### config.mk
export PLATFORM = sky130hd
export DESIGN_NAME = key_value_table_top_flat
export DESIGN_NICKNAME = d
export VERILOG_FILES = /design/src/rtl/kvt_pkg.sv /design/src/rtl/kvt_req_if.sv /design/src/rtl/key_value_table_top.sv /design/src/rtl/kvt_cell.sv /design/src/rtl/kvt_cell_row.sv /design/src/flat_wrapper.sv
export SDC_FILE = /design/constraint.sdc
export NUM_CORES = 1
export LEC_CHECK = 0
export BUFFER_PORTS_ARGS = -buffer_cell sky130_fd_sc_hd__buf_4
export CAP_MARGIN = 20
export CORE_ASPECT_RATIO = 1.25
export CORE_MARGIN = 2
export CORE_UTILIZATION = 35
export DETAILED_ROUTE_END_ITERATION = 8
export PLACE_DENSITY = 0.49
export SLEW_MARGIN = 20
export SYNTH_ARGS = -nofsm -noshare
export SYNTH_HDL_FRONTEND = slang
export SYNTH_SLANG_ARGS = --single-unit
### constraint.sdc
create_clock -name clk -period 13 [get_ports clk]
set_input_delay 2.6 -clock clk [delete_from_list [all_inputs] [get_ports clk]]
set_output_delay 2.6 -clock clk [all_outputs]
set_load 0.05 [all_outputs]
### src/rtl/kvt_pkg.sv
// Shared types and constants of the key/value table.
package kvt_pkg;

  localparam int CAPACITY        = 16;
  localparam int KEY_W           = 32;
  localparam int VALUE_W         = 32;
  localparam int MODE_W          = 2;
  localparam int STATUS_W        = 3;
  localparam int ENTRY_COUNT_W   = 5;
  localparam int CNT_W           = $clog2(CAPACITY + 1);
  localparam int CNT_EXT_W       = (CNT_W > ENTRY_COUNT_W) ? CNT_W : ENTRY_COUNT_W;

  typedef enum logic [MODE_W-1:0] {
    MODE_INSERT = 2'd0,
    MODE_LOOKUP = 2'd1,
    MODE_REMOVE = 2'd2
  } mode_t;

  typedef enum logic [STATUS_W-1:0] {
    STAT_INSERTED  = 3'd0,
    STAT_UPDATED   = 3'd1,
    STAT_FOUND     = 3'd2,
    STAT_NOT_FOUND = 3'd3,
    STAT_REMOVED   = 3'd4,
    STAT_FULL      = 3'd5
  } status_t;

  typedef enum logic [1:0] {
    S_IDLE,
    S_CMP,
    S_RES
  } state_t;

  // broadcast from the controller to every cell
  typedef struct packed {
    logic                      wr_new;
    logic                      wr_upd;
    logic                      rm;
    logic signed [KEY_W-1:0]   key;
    logic        [VALUE_W-1:0] value;
  } cell_cmd_t;

  // carried from each cell to its right-hand neighbor
  typedef struct packed {
    logic               hit;
    logic               free;
    logic [VALUE_W-1:0] value;
  } link_t;

endpackage

### src/rtl/kvt_req_if.sv
// Request and response channel interfaces of the key/value table.
interface kvt_req_if;
  logic                               valid;
  logic                               ready;
  logic        [kvt_pkg::MODE_W-1:0]  mode;
  logic signed [kvt_pkg::KEY_W-1:0]   key;
  logic        [kvt_pkg::VALUE_W-1:0] value;

  modport source (output valid, output mode, output key, output value, input ready);
  modport sink   (input valid, input mode, input key, input value, output ready);
endinterface

interface kvt_rsp_if;
  logic                                     valid;
  logic                                     ready;
  logic [kvt_pkg::STATUS_W-1:0]             status;
  logic [kvt_pkg::VALUE_W-1:0]              value_out;
  logic [kvt_pkg::ENTRY_COUNT_W-1:0]        entry_count;

  modport source (output valid, output status, output value_out, output entry_count,
                  input ready);
  modport sink   (input valid, input status, input value_out, input entry_count,
                  output ready);
endinterface

### src/rtl/key_value_table_top.sv
// Associative key/value table: request control, result register and cell row.
// Flow: the request is registered on accept; each cell registers its key compare,
//   then the cell chain resolves hit, first free cell and read value, and the result
//   register loads once the output slot is free; no new request is taken before that.
// Reset: synchronous, clears every valid bit and the entry count at once;
//   no clearing pass, stored keys and values are not reset.
module key_value_table_top (
  input  logic      clk,
  input  logic      rst_n,
  kvt_req_if.sink   in_req,
  kvt_rsp_if.source out_rsp
);

  kvt_pkg::state_t                     state_r, state_nxt;
  logic        [kvt_pkg::MODE_W-1:0]   req_mode_r;
  logic signed [kvt_pkg::KEY_W-1:0]    req_key_r;
  logic        [kvt_pkg::VALUE_W-1:0]  req_value_r;
  logic        [kvt_pkg::CNT_W-1:0]    count_r, count_nxt;
  logic                                out_valid_r;
  kvt_pkg::status_t                    out_status_r, status_nxt;
  logic        [kvt_pkg::VALUE_W-1:0]  out_value_r, value_nxt;
  logic        [kvt_pkg::CNT_W-1:0]    out_count_r;

  kvt_pkg::cell_cmd_t cmd;
  kvt_pkg::link_t     tail;
  logic               in_acc;
  logic               slot_free;
  logic               commit;
  logic               ins_new;
  logic               rm_hit;

  assign slot_free = !out_valid_r || out_rsp.ready;
  assign in_acc    = in_req.valid && in_req.ready;

  // next state
  always_comb begin
    state_nxt = state_r;
    unique case (state_r)
      kvt_pkg::S_IDLE: if (in_acc) state_nxt = kvt_pkg::S_CMP;
      kvt_pkg::S_CMP:  state_nxt = kvt_pkg::S_RES;
      kvt_pkg::S_RES: begin
        if (slot_free) state_nxt = in_acc ? kvt_pkg::S_CMP : kvt_pkg::S_IDLE;
      end
      default: state_nxt = kvt_pkg::S_IDLE;
    endcase
  end

  // controller outputs
  always_comb begin
    in_req.ready = 1'b0;
    commit       = 1'b0;
    unique case (state_r)
      kvt_pkg::S_IDLE: in_req.ready = 1'b1;
      kvt_pkg::S_CMP:  in_req.ready = 1'b0;
      kvt_pkg::S_RES: begin
        in_req.ready = slot_free;
        commit       = slot_free;
      end
      default: in_req.ready = 1'b0;
    endcase
  end

  // result resolve
  always_comb begin
    cmd.wr_new = 1'b0;
    cmd.wr_upd = 1'b0;
    cmd.rm     = 1'b0;
    cmd.key    = req_key_r;
    cmd.value  = req_value_r;
    status_nxt = kvt_pkg::STAT_NOT_FOUND;
    value_nxt  = '0;
    unique case (kvt_pkg::mode_t'(req_mode_r))
      kvt_pkg::MODE_INSERT: begin
        cmd.wr_upd = commit && tail.hit;
        cmd.wr_new = commit && !tail.hit;
        if (tail.hit)       status_nxt = kvt_pkg::STAT_UPDATED;
        else if (tail.free) status_nxt = kvt_pkg::STAT_INSERTED;
        else                status_nxt = kvt_pkg::STAT_FULL;
      end
      kvt_pkg::MODE_LOOKUP: begin
        if (tail.hit) begin
          status_nxt = kvt_pkg::STAT_FOUND;
          value_nxt  = tail.value;
        end
      end
      kvt_pkg::MODE_REMOVE: begin
        cmd.rm = commit && tail.hit;
        if (tail.hit) status_nxt = kvt_pkg::STAT_REMOVED;
      end
      default: status_nxt = kvt_pkg::STAT_NOT_FOUND;
    endcase
  end

  assign ins_new   = cmd.wr_new && tail.free;
  assign rm_hit    = cmd.rm;
  assign count_nxt = count_r + kvt_pkg::CNT_W'(ins_new) - kvt_pkg::CNT_W'(rm_hit);

  always_ff @(posedge clk) begin
    if (!rst_n) begin
      state_r     <= kvt_pkg::S_IDLE;
      count_r     <= '0;
      out_valid_r <= 1'b0;
    end else begin
      state_r <= state_nxt;
      if (commit) begin
        count_r     <= count_nxt;
        out_valid_r <= 1'b1;
      end else if (out_rsp.ready) begin
        out_valid_r <= 1'b0;
      end
    end
  end

  always_ff @(posedge clk) begin
    if (in_acc) begin
      req_mode_r  <= in_req.mode;
      req_key_r   <= in_req.key;
      req_value_r <= in_req.value;
    end
    if (commit) begin
      out_status_r <= status_nxt;
      out_value_r  <= value_nxt;
      out_count_r  <= count_nxt;
    end
  end

  kvt_cell_row u_row (
    .clk   (clk),
    .rst_n (rst_n),
    .cmd   (cmd),
    .tail  (tail)
  );

  assign out_rsp.valid       = out_valid_r;
  assign out_rsp.status      = out_status_r;
  assign out_rsp.value_out   = out_value_r;
  assign out_rsp.entry_count =
    kvt_pkg::ENTRY_COUNT_W'(kvt_pkg::CNT_EXT_W'(out_count_r));

  a_count_bound: assert property (@(posedge clk) disable iff (!rst_n)
    count_r <= kvt_pkg::CNT_W'(kvt_pkg::CAPACITY))
    else $error("entry count above capacity");

  a_count_hold: assert property (@(posedge clk) disable iff (!rst_n)
    !commit |=> $stable(count_r))
    else $error("entry count changed without a commit");

  a_insert_count: assert property (@(posedge clk) disable iff (!rst_n)
    (commit && status_nxt == kvt_pkg::STAT_INSERTED) |=>
      count_r == $past(count_r) + kvt_pkg::CNT_W'(1))
    else $error("insert did not bump entry count");

  a_full_no_free: assert property (@(posedge clk) disable iff (!rst_n)
    (commit && status_nxt == kvt_pkg::STAT_FULL) |->
      (count_r == kvt_pkg::CNT_W'(kvt_pkg::CAPACITY)))
    else $error("table full reported with free cells");

endmodule

### src/rtl/kvt_cell.sv
// One table cell: stored key, value and valid bit, with its link to the next cell.
module kvt_cell (
  input  logic               clk,
  input  logic               rst_n,
  input  kvt_pkg::cell_cmd_t cmd,
  input  kvt_pkg::link_t     link_i,
  output kvt_pkg::link_t     link_o
);

  logic                               valid_r;
  logic                               match_r;
  logic signed [kvt_pkg::KEY_W-1:0]   key_r;
  logic        [kvt_pkg::VALUE_W-1:0] value_r;
  logic                               claim;

  // first free cell from the left takes a new key
  assign claim = !valid_r && !link_i.free;

  always_ff @(posedge clk) begin
    if (!rst_n) begin
      valid_r <= 1'b0;
      match_r <= 1'b0;
    end else begin
      match_r <= valid_r && (key_r == cmd.key);
      if (cmd.wr_new && claim) begin
        valid_r <= 1'b1;
      end else if (cmd.rm && match_r) begin
        valid_r <= 1'b0;
      end
    end
  end

  always_ff @(posedge clk) begin
    if (cmd.wr_new && claim) begin
      key_r   <= cmd.key;
      value_r <= cmd.value;
    end else if (cmd.wr_upd && match_r) begin
      value_r <= cmd.value;
    end
  end

  assign link_o.hit   = link_i.hit || match_r;
  assign link_o.free  = link_i.free || !valid_r;
  assign link_o.value = link_i.value | (match_r ? value_r : '0);

endmodule

### src/rtl/kvt_cell_row.sv
// Row of table cells chained left to right.
module kvt_cell_row (
  input  logic               clk,
  input  logic               rst_n,
  input  kvt_pkg::cell_cmd_t cmd,
  output kvt_pkg::link_t     tail
);

  kvt_pkg::link_t links [kvt_pkg::CAPACITY+1];

  assign links[0] = '0;

  for (genvar i = 0; i < kvt_pkg::CAPACITY; i++) begin : g_cell
    kvt_cell u_cell (
      .clk    (clk),
      .rst_n  (rst_n),
      .cmd    (cmd),
      .link_i (links[i]),
      .link_o (links[i+1])
    );
  end

  assign tail = links[kvt_pkg::CAPACITY];

endmodule
### src/flat_wrapper.sv
// flat-port wrapper written by rule: the top's interface ports become plain ports
module key_value_table_top_flat 
  (clk, rst_n, in_req_valid, in_req_mode, in_req_key, in_req_value, in_req_ready, out_rsp_valid, out_rsp_status, out_rsp_value_out, out_rsp_entry_count, out_rsp_ready);
  kvt_req_if in_req_i ();
  kvt_rsp_if out_rsp_i ();
  input  logic clk;
  input  logic rst_n;
  input wire logic [$bits(in_req_i.valid)-1:0] in_req_valid;
  input wire logic [$bits(in_req_i.mode)-1:0] in_req_mode;
  input wire logic [$bits(in_req_i.key)-1:0] in_req_key;
  input wire logic [$bits(in_req_i.value)-1:0] in_req_value;
  output wire logic [$bits(in_req_i.ready)-1:0] in_req_ready;
  output wire logic [$bits(out_rsp_i.valid)-1:0] out_rsp_valid;
  output wire logic [$bits(out_rsp_i.status)-1:0] out_rsp_status;
  output wire logic [$bits(out_rsp_i.value_out)-1:0] out_rsp_value_out;
  output wire logic [$bits(out_rsp_i.entry_count)-1:0] out_rsp_entry_count;
  input wire logic [$bits(out_rsp_i.ready)-1:0] out_rsp_ready;
  assign in_req_i.valid = in_req_valid;
  assign in_req_i.mode = in_req_mode;
  assign in_req_i.key = in_req_key;
  assign in_req_i.value = in_req_value;
  assign in_req_ready = in_req_i.ready;
  assign out_rsp_valid = out_rsp_i.valid;
  assign out_rsp_status = out_rsp_i.status;
  assign out_rsp_value_out = out_rsp_i.value_out;
  assign out_rsp_entry_count = out_rsp_i.entry_count;
  assign out_rsp_i.ready = out_rsp_ready;
  key_value_table_top u_core (.clk(clk), .rst_n(rst_n), .in_req(in_req_i), .out_rsp(out_rsp_i));
endmodule
Word-level counts from Yosys, hierarchy flattened:

Index checks and enable logic that the tools add are counted.
Widths: inputs -> output; s select.

* output and inout port bits: 42
* bits in registers: 1170
* word-level logic and storage cells: 390

* bitwise gates (word level): 15
* reductions and logical operators: 183
* multiplexer cells: 95
* add/subtract/negate cells: 2
* eq/ne operators: 22

Operators by type and width (number)
* $mux 32: 48
* $eq 32x32->1: 16
* $or 32x32->32: 15
* $logic_and 1x1->1: 83
* $reduce_bool 2->1: 33
* $mux 1: 38
* $logic_not 1->1: 32
* $logic_or 1x1->1: 31
* $mux 3: 3
* $pmux 3 s3: 1
* $mux 2: 3
* $pmux 2 s3: 1
* $add 5x1->5: 1
* $sub 5x1->5: 1
* $eq 2x1->1 const B: 2
* $eq 2x2->1 const B: 2
* $logic_not 2->1: 2
* $ne 2x1->1 const B: 2
* $reduce_and 2->1: 2
* $pmux 1 s2: 1

Longest topological paths before layout:

* word-level depth: 21
* depth in mapped cells: 16

Cells and area by module:

A second synthesis with hierarchy kept.

* cells, all modules: 2664
* area total of the unflattened synthesis: 45910.3 um2

Modules (own cells, without submodules)
* kvt_cell: cells each 153, times used 16, area an instance 2617.5 um2
* key_value_table_top: cells each 215, times used 1, area an instance 4026.4 um2
* kvt_cell_row: cells each 1, times used 1, area an instance 3.8 um2

Worst setup path before layout:

OpenSTA, ideal clock, no wires.

* path type: in2reg
* start point: input out_rsp_ready
* end point: register u_core.u_row.g_cell[7].u_cell.value_r[0] (netlist name), enable pin
* cell stages on the path: 5
* slack: 5483 ps
* buffers on the path: 0
* required time: 12612 ps
* arrival time: 7130 ps
* cells stage by stage: nand2b_1 and3_1 nand3_1 nor4_1 a21o_1

* word-level cells in the longest chain between the ends: 6
* elaborated cells on any way between the ends: 8
* those cells by class: 2 x mux; 6 x reduce/logical

Ends and longest elaborated chain
* start, declared: line flat_wrapper.sv:17 `input wire logic [$bits(out_rsp_i.ready)-1:0] out_rsp_ready;`
* $logic_or 1x1->1 (*): line key_value_table_top.sv:32 `assign slot_free = !out_valid_r || out_rsp.ready;`
* $mux 1 (*): line key_value_table_top.sv:52 `unique case (state_r)`
* $logic_and 1x1->1, on equally long branches: line key_value_table_top.sv:74, key_value_table_top.sv:75
* $mux 2 (*): line key_value_table_top.sv:72 `unique case (kvt_pkg::mode_t'(req_mode_r))`
* $logic_and 1x1->1, on equally long branches: line kvt_cell.sv:37, kvt_cell.sv:34
* $reduce_bool 2->1 (no line) (*)
* end signal, assigned: line kvt_cell.sv:36 `value_r <= cmd.value;`
* end signal, assigned: line kvt_cell.sv:38 `value_r <= cmd.value;`
* end, declared: line kvt_cell.sv:13 `logic [kvt_pkg::VALUE_W-1:0] value_r;`

Mark *: on every way between the ends. The rest lies on a longest branch, timed or not.
A chain may end at the register's enable or synchronous reset.

Worst setup path after layout:

* start point: input out_rsp_ready
* end point: output in_req_ready

* word-level cells in the longest chain between the ends: 2

Ends and longest elaborated chain
* $logic_or 1x1->1: line key_value_table_top.sv:32
* $pmux 1 s2: line key_value_table_top.sv:52
* end, declared: line flat_wrapper.sv:12 `output wire logic [$bits(in_req_i.ready)-1:0] in_req_ready;`

Every way passes these cells.

==> flow_summary.rst <==
.. list-table::
   :header-rows: 1

   * - Metric
     - Value
   * - Final weighted congestion in routability-driven placement
     - 0.738
   * - Count of antenna-violating nets left after detailed routing
     - 0
   * - Post-synth top area cell
     - edfxtp_1
   * - HPWL after DPL
     - 62.8 mm
   * - Pin count of the biggest net entering global routing
     - 51
   * - Final setup vio count
     - 0
   * - Per-instance average area after synthesis
     - 17.9 µm²
   * - Syn_nets
     - 2,566
   * - Placement row count
     - 146
   * - Proportion of synthesized area in mux cells
     - 0.000449
   * - Worst slew margin relative to its limit
     - 0.277
   * - Slew @ Worst Pin
     - 1.09 ns
   * - Remaining routing DRC violations
     - 0
   * - Cell Area, Synth
     - 44,600 µm²
   * - Synthesis-to-finish area growth
     - 15.4%
   * - Number of buffers on the longest clock path
     - 3
   * - Largest driver fanout on the critical path
     - 4
   * - Number of different library cells in the post-synthesis netlist
     - 46
   * - Number of CTS-inserted buffers
     - 117
   * - Number of failing hold endpoints at the final stage
     - 0
   * - Synth Area in Compound Gates
     - 0.0626
   * - CP arrival
     - 3.55 ns
   * - # clock sinks
     - 1,170
   * - Max cap viols
     - 0
   * - Status
     - finished, final reports clean
   * - Worst voltage drop across the vdd grid
     - 0.000100 V
   * - Post-CTS Repair Setup Buffers
     - 0
   * - Ys async rst share
     - 0
   * - Reg clk slew, reported paths
     - 0.06 ns
   * - Number of top-level pins
     - 112
   * - Ratio of final minimum period to clock period
     - 0.473
   * - Synth Register Bits
     - 1,170
   * - Post-synthesis sequential area ratio
     - 0.779
   * - Die area
     - 130,000 µm²
   * - Largest family of logic cells by synthesized area
     - XOR/XNOR gates
   * - Count leader, synth
     - edfxtp_1
   * - Final antenna diode count
     - 0
   * - TritonCTS clock tree
     - done
   * - Finished Core Util
     - 0.406
   * - Category of the worst setup path launch point
     - input port
   * - CTS Root Cell
     - clkbuf_16
   * - Number of cells produced by synthesis
     - 2,490
   * - Required time worst endpoint
     - 10.40 ns
   * - Buffers & Inverters on Critical Path
     - 2
   * - Max H-tree Level
     - 3
   * - GRT Overall Usage
     - 0.182
   * - Xor and xnor fraction of the mapped netlist area
     - 0.101
   * - Number of gates given a new drive strength after cts
     - 0
   * - Clock Skews
     - 0.0318 ns
   * - Most used cell along the critical path
     - buf_4
   * - Vias
     - 23,100
   * - Static leakage power
     - 16.1 nW
   * - Clock latency at the later pin of the worst-skew pair
     - 0.74 ns
   * - Critical path class
     - in -> out
   * - Floorplan die height
     - 403 µm
   * - Critical path endpoint category
     - output pin
   * - Gate family responsible for the most delay along the worst path
     - simple AND/OR/NAND/NOR gates
   * - Number of warning messages in the yosys log
     - 0
   * - Average routed wire per standard cell
     - 26.5 µm
   * - Ordered list of cells on the worst path
     - buf_4 > nor2b_1 > a21oi_1 > buf_4
   * - Via count normalized by instance count
     - 5.17
   * - Fmax
     - 163 MHz
   * - Number of antenna violations at the first check in global routing
     - 1
   * - Fraction of layout cells with a size suffix above 1
     - 0.147
   * - Number of max-slew violations in the final report
     - 0
   * - Violation count after the first detailed-routing iteration
     - 1,886
   * - Overall routed net length
     - 118 mm
   * - CTS Hold Bufs
     - 0
   * - Net count of the finished layout
     - 2,739
   * - Synthesized-area fraction occupied by adder cells
     - 0.00185
   * - Effective utilization at floorplan
     - 0.352
   * - Setup_tns
     - 0 ns
   * - Top cells by area, synth
     - edfxtp_1, xor2_1, xnor2_1
   * - Worst path max stage delay
     - 0.38 ns
   * - First-pass GRT wire length
     - 170 mm
   * - Total power per unit cell area
     - 149 nW/µm²
   * - Final critical delay including setup and external delays
     - 6.15 ns
   * - Leftover overflow at the end of global routing
     - 0
   * - Number of enable flip-flop cells after synthesis
     - 1,130
   * - Count of input and output buffers
     - 111
   * - Area of the core
     - 127,000 µm²
   * - Worst hold path type
     - reg -> reg
   * - Area share of the largest cell type after synthesis
     - 0.762
   * - Iteration count of the initial detailed-routing pass
     - 5
   * - Vias in the first global route
     - 24,200
   * - Top flip-flop cell by instance count after synthesis
     - edfxtp_1
   * - Leading post-synthesis cells by instance count
     - edfxtp_1, xor2_1, xnor2_1, clkbuf_1, nor4_1
   * - Die outline width
     - 323 µm
   * - Share of synthesized cell area in and, or, nand and nor gates
     - 0.0405
   * - RSZ-0062 raised after global routing
     - no
   * - Fill cell instance count of the final layout
     - 11,300
   * - Worst-path cell with the longest stage delay
     - nor2b_1
## layer usage
layer | GRT usage | wire length [µm] | up-vias | part of all wire
met5 | 0 | 0 | - | 0
li1 | - | - | 10200 | -
met2 | 0.323 | 61200 | 587 | 0.52
met4 | 0.0553 | 2700 | 0 | 0.023
met1 | 0.229 | 49500 | 12200 | 0.42
met3 | 0.0243 | 4990 | 166 | 0.042
## final timing paths
path | start | to | slack, ns | cells after the start
min reg2reg | u_core.state_r[0]$_SDFFE_PN0P_ | u_core.state_r[1]$_SDFFE_PN0P_ | 0.48 | 1
max | out_rsp_ready | in_req_ready | 6.85 | 4
max reg2reg | u_core.u_row.g_cell[0].u_cell.match_r$_SDFF_PN0_ | u_core.u_row.g_cell[8].u_cell.value_r[26]$_DFFE_PP_ | 7.91 | 7
min | u_core.state_r[0]$_SDFFE_PN0P_ | u_core.state_r[1]$_SDFFE_PN0P_ | 0.48 | 1
## final cells by class
type	count	area, µm²	share of cell area
sequential	1170	34800	0.676
multi-input combinational	1164	9360	0.182
clock buffer	148	3110	0.0604
tap	1702	2130	0.0414
timing repair buffer	196	1470	0.0286
clock inverter	71	548	0.0107
inverter	14	52.6	0.00102
## logic make-up after synthesis
kind of cell               count (synthesis)
and+or+nand+nor                          293
xor gates and xnor gates                 513
adders and majority gates                  6
AOI/OAI and AO/OA                        350
buffers and inverters                    156
muxes                                      2
DFF                                     1170
## sequential cells by signal, summed over array words and instances, names as in the netlist
register,cells
u_core.u_row.g_cell.u_cell.key_r,512
u_core.u_row.g_cell.u_cell.value_r,512
u_core.out_rsp.value_out,32
u_core.req_key_r,32
u_core.req_value_r,32
u_core.u_row.g_cell.u_cell.match_r,16
u_core.u_row.g_cell.u_cell.valid_r,16
u_core.count_r,5
u_core.out_rsp.entry_count,5
u_core.out_rsp.status,3
u_core.req_mode_r,2
u_core.state_r,2
u_core.out_rsp.valid,1
## report_power, final
group | switching [W] | total, W | internal, W
Sequential | 0.0000308 | 0.00418 | 0.00415
Clock | 0.00143 | 0.00323 | 0.00181
Combinational | 0.000159 | 0.000232 | 0.0000731
Total | 0.00162 | 0.00765 | 0.00603
## stage by stage
stage | hold slack [ns] | setup slack, ns | std cells | instance area (µm²) | total power [W]
floorplan | 0.455 | 5.48 | 2490 | 44600 | 0.00438
global placement | 0.468 | 6.83 | 4246 | 47700 | 0.00450
detailed placement | 0.487 | 6.85 | 4246 | 47700 | 0.00451
CTS | 0.457 | 6.84 | 4465 | 51400 | 0.00773
global route | 0.475 | 6.79 | 4465 | 51400 | 0.00789
finish | 0.480 | 6.85 | 4465 | 51400 | 0.00765
## layout by cell type (no fill, tap or decap), types with 3 or more instances in the layout
cell,netlist,final
clkinv_1,1,33
a22oi_1,64,64
a21o_2,0,8
xnor2_1,166,166
a21oi_1,13,13
nor4_1,101,98
inv_1,13,13
a31oi_1,38,38
nor2_1,19,14
nand3_1,8,8
nand2b_1,4,4
xor2_1,347,347
bufinv_16,0,6
clkbuf_1,101,27
nor3_1,10,5
a21o_4,0,6
a22o_1,96,96
clkbuf_16,0,119
nor4_2,0,3
buf_4,0,196
nor2_4,0,4
dfxtp_1,40,24
o21ai_0,4,3
or3_1,3,3
edfxtp_1,1130,1130
or4_1,15,15
nand2_1,13,13
nor2b_1,3,3
ha_1,5,5
nand4_1,69,69
clkinvlp_4,0,4
clkinv_2,0,23
dfxtp_2,0,16
o21a_1,7,7
nor3_2,1,5
a221oi_1,96,96
and3_1,38,38
a311oi_1,8,8
Power figures use the tool's default switching activity.
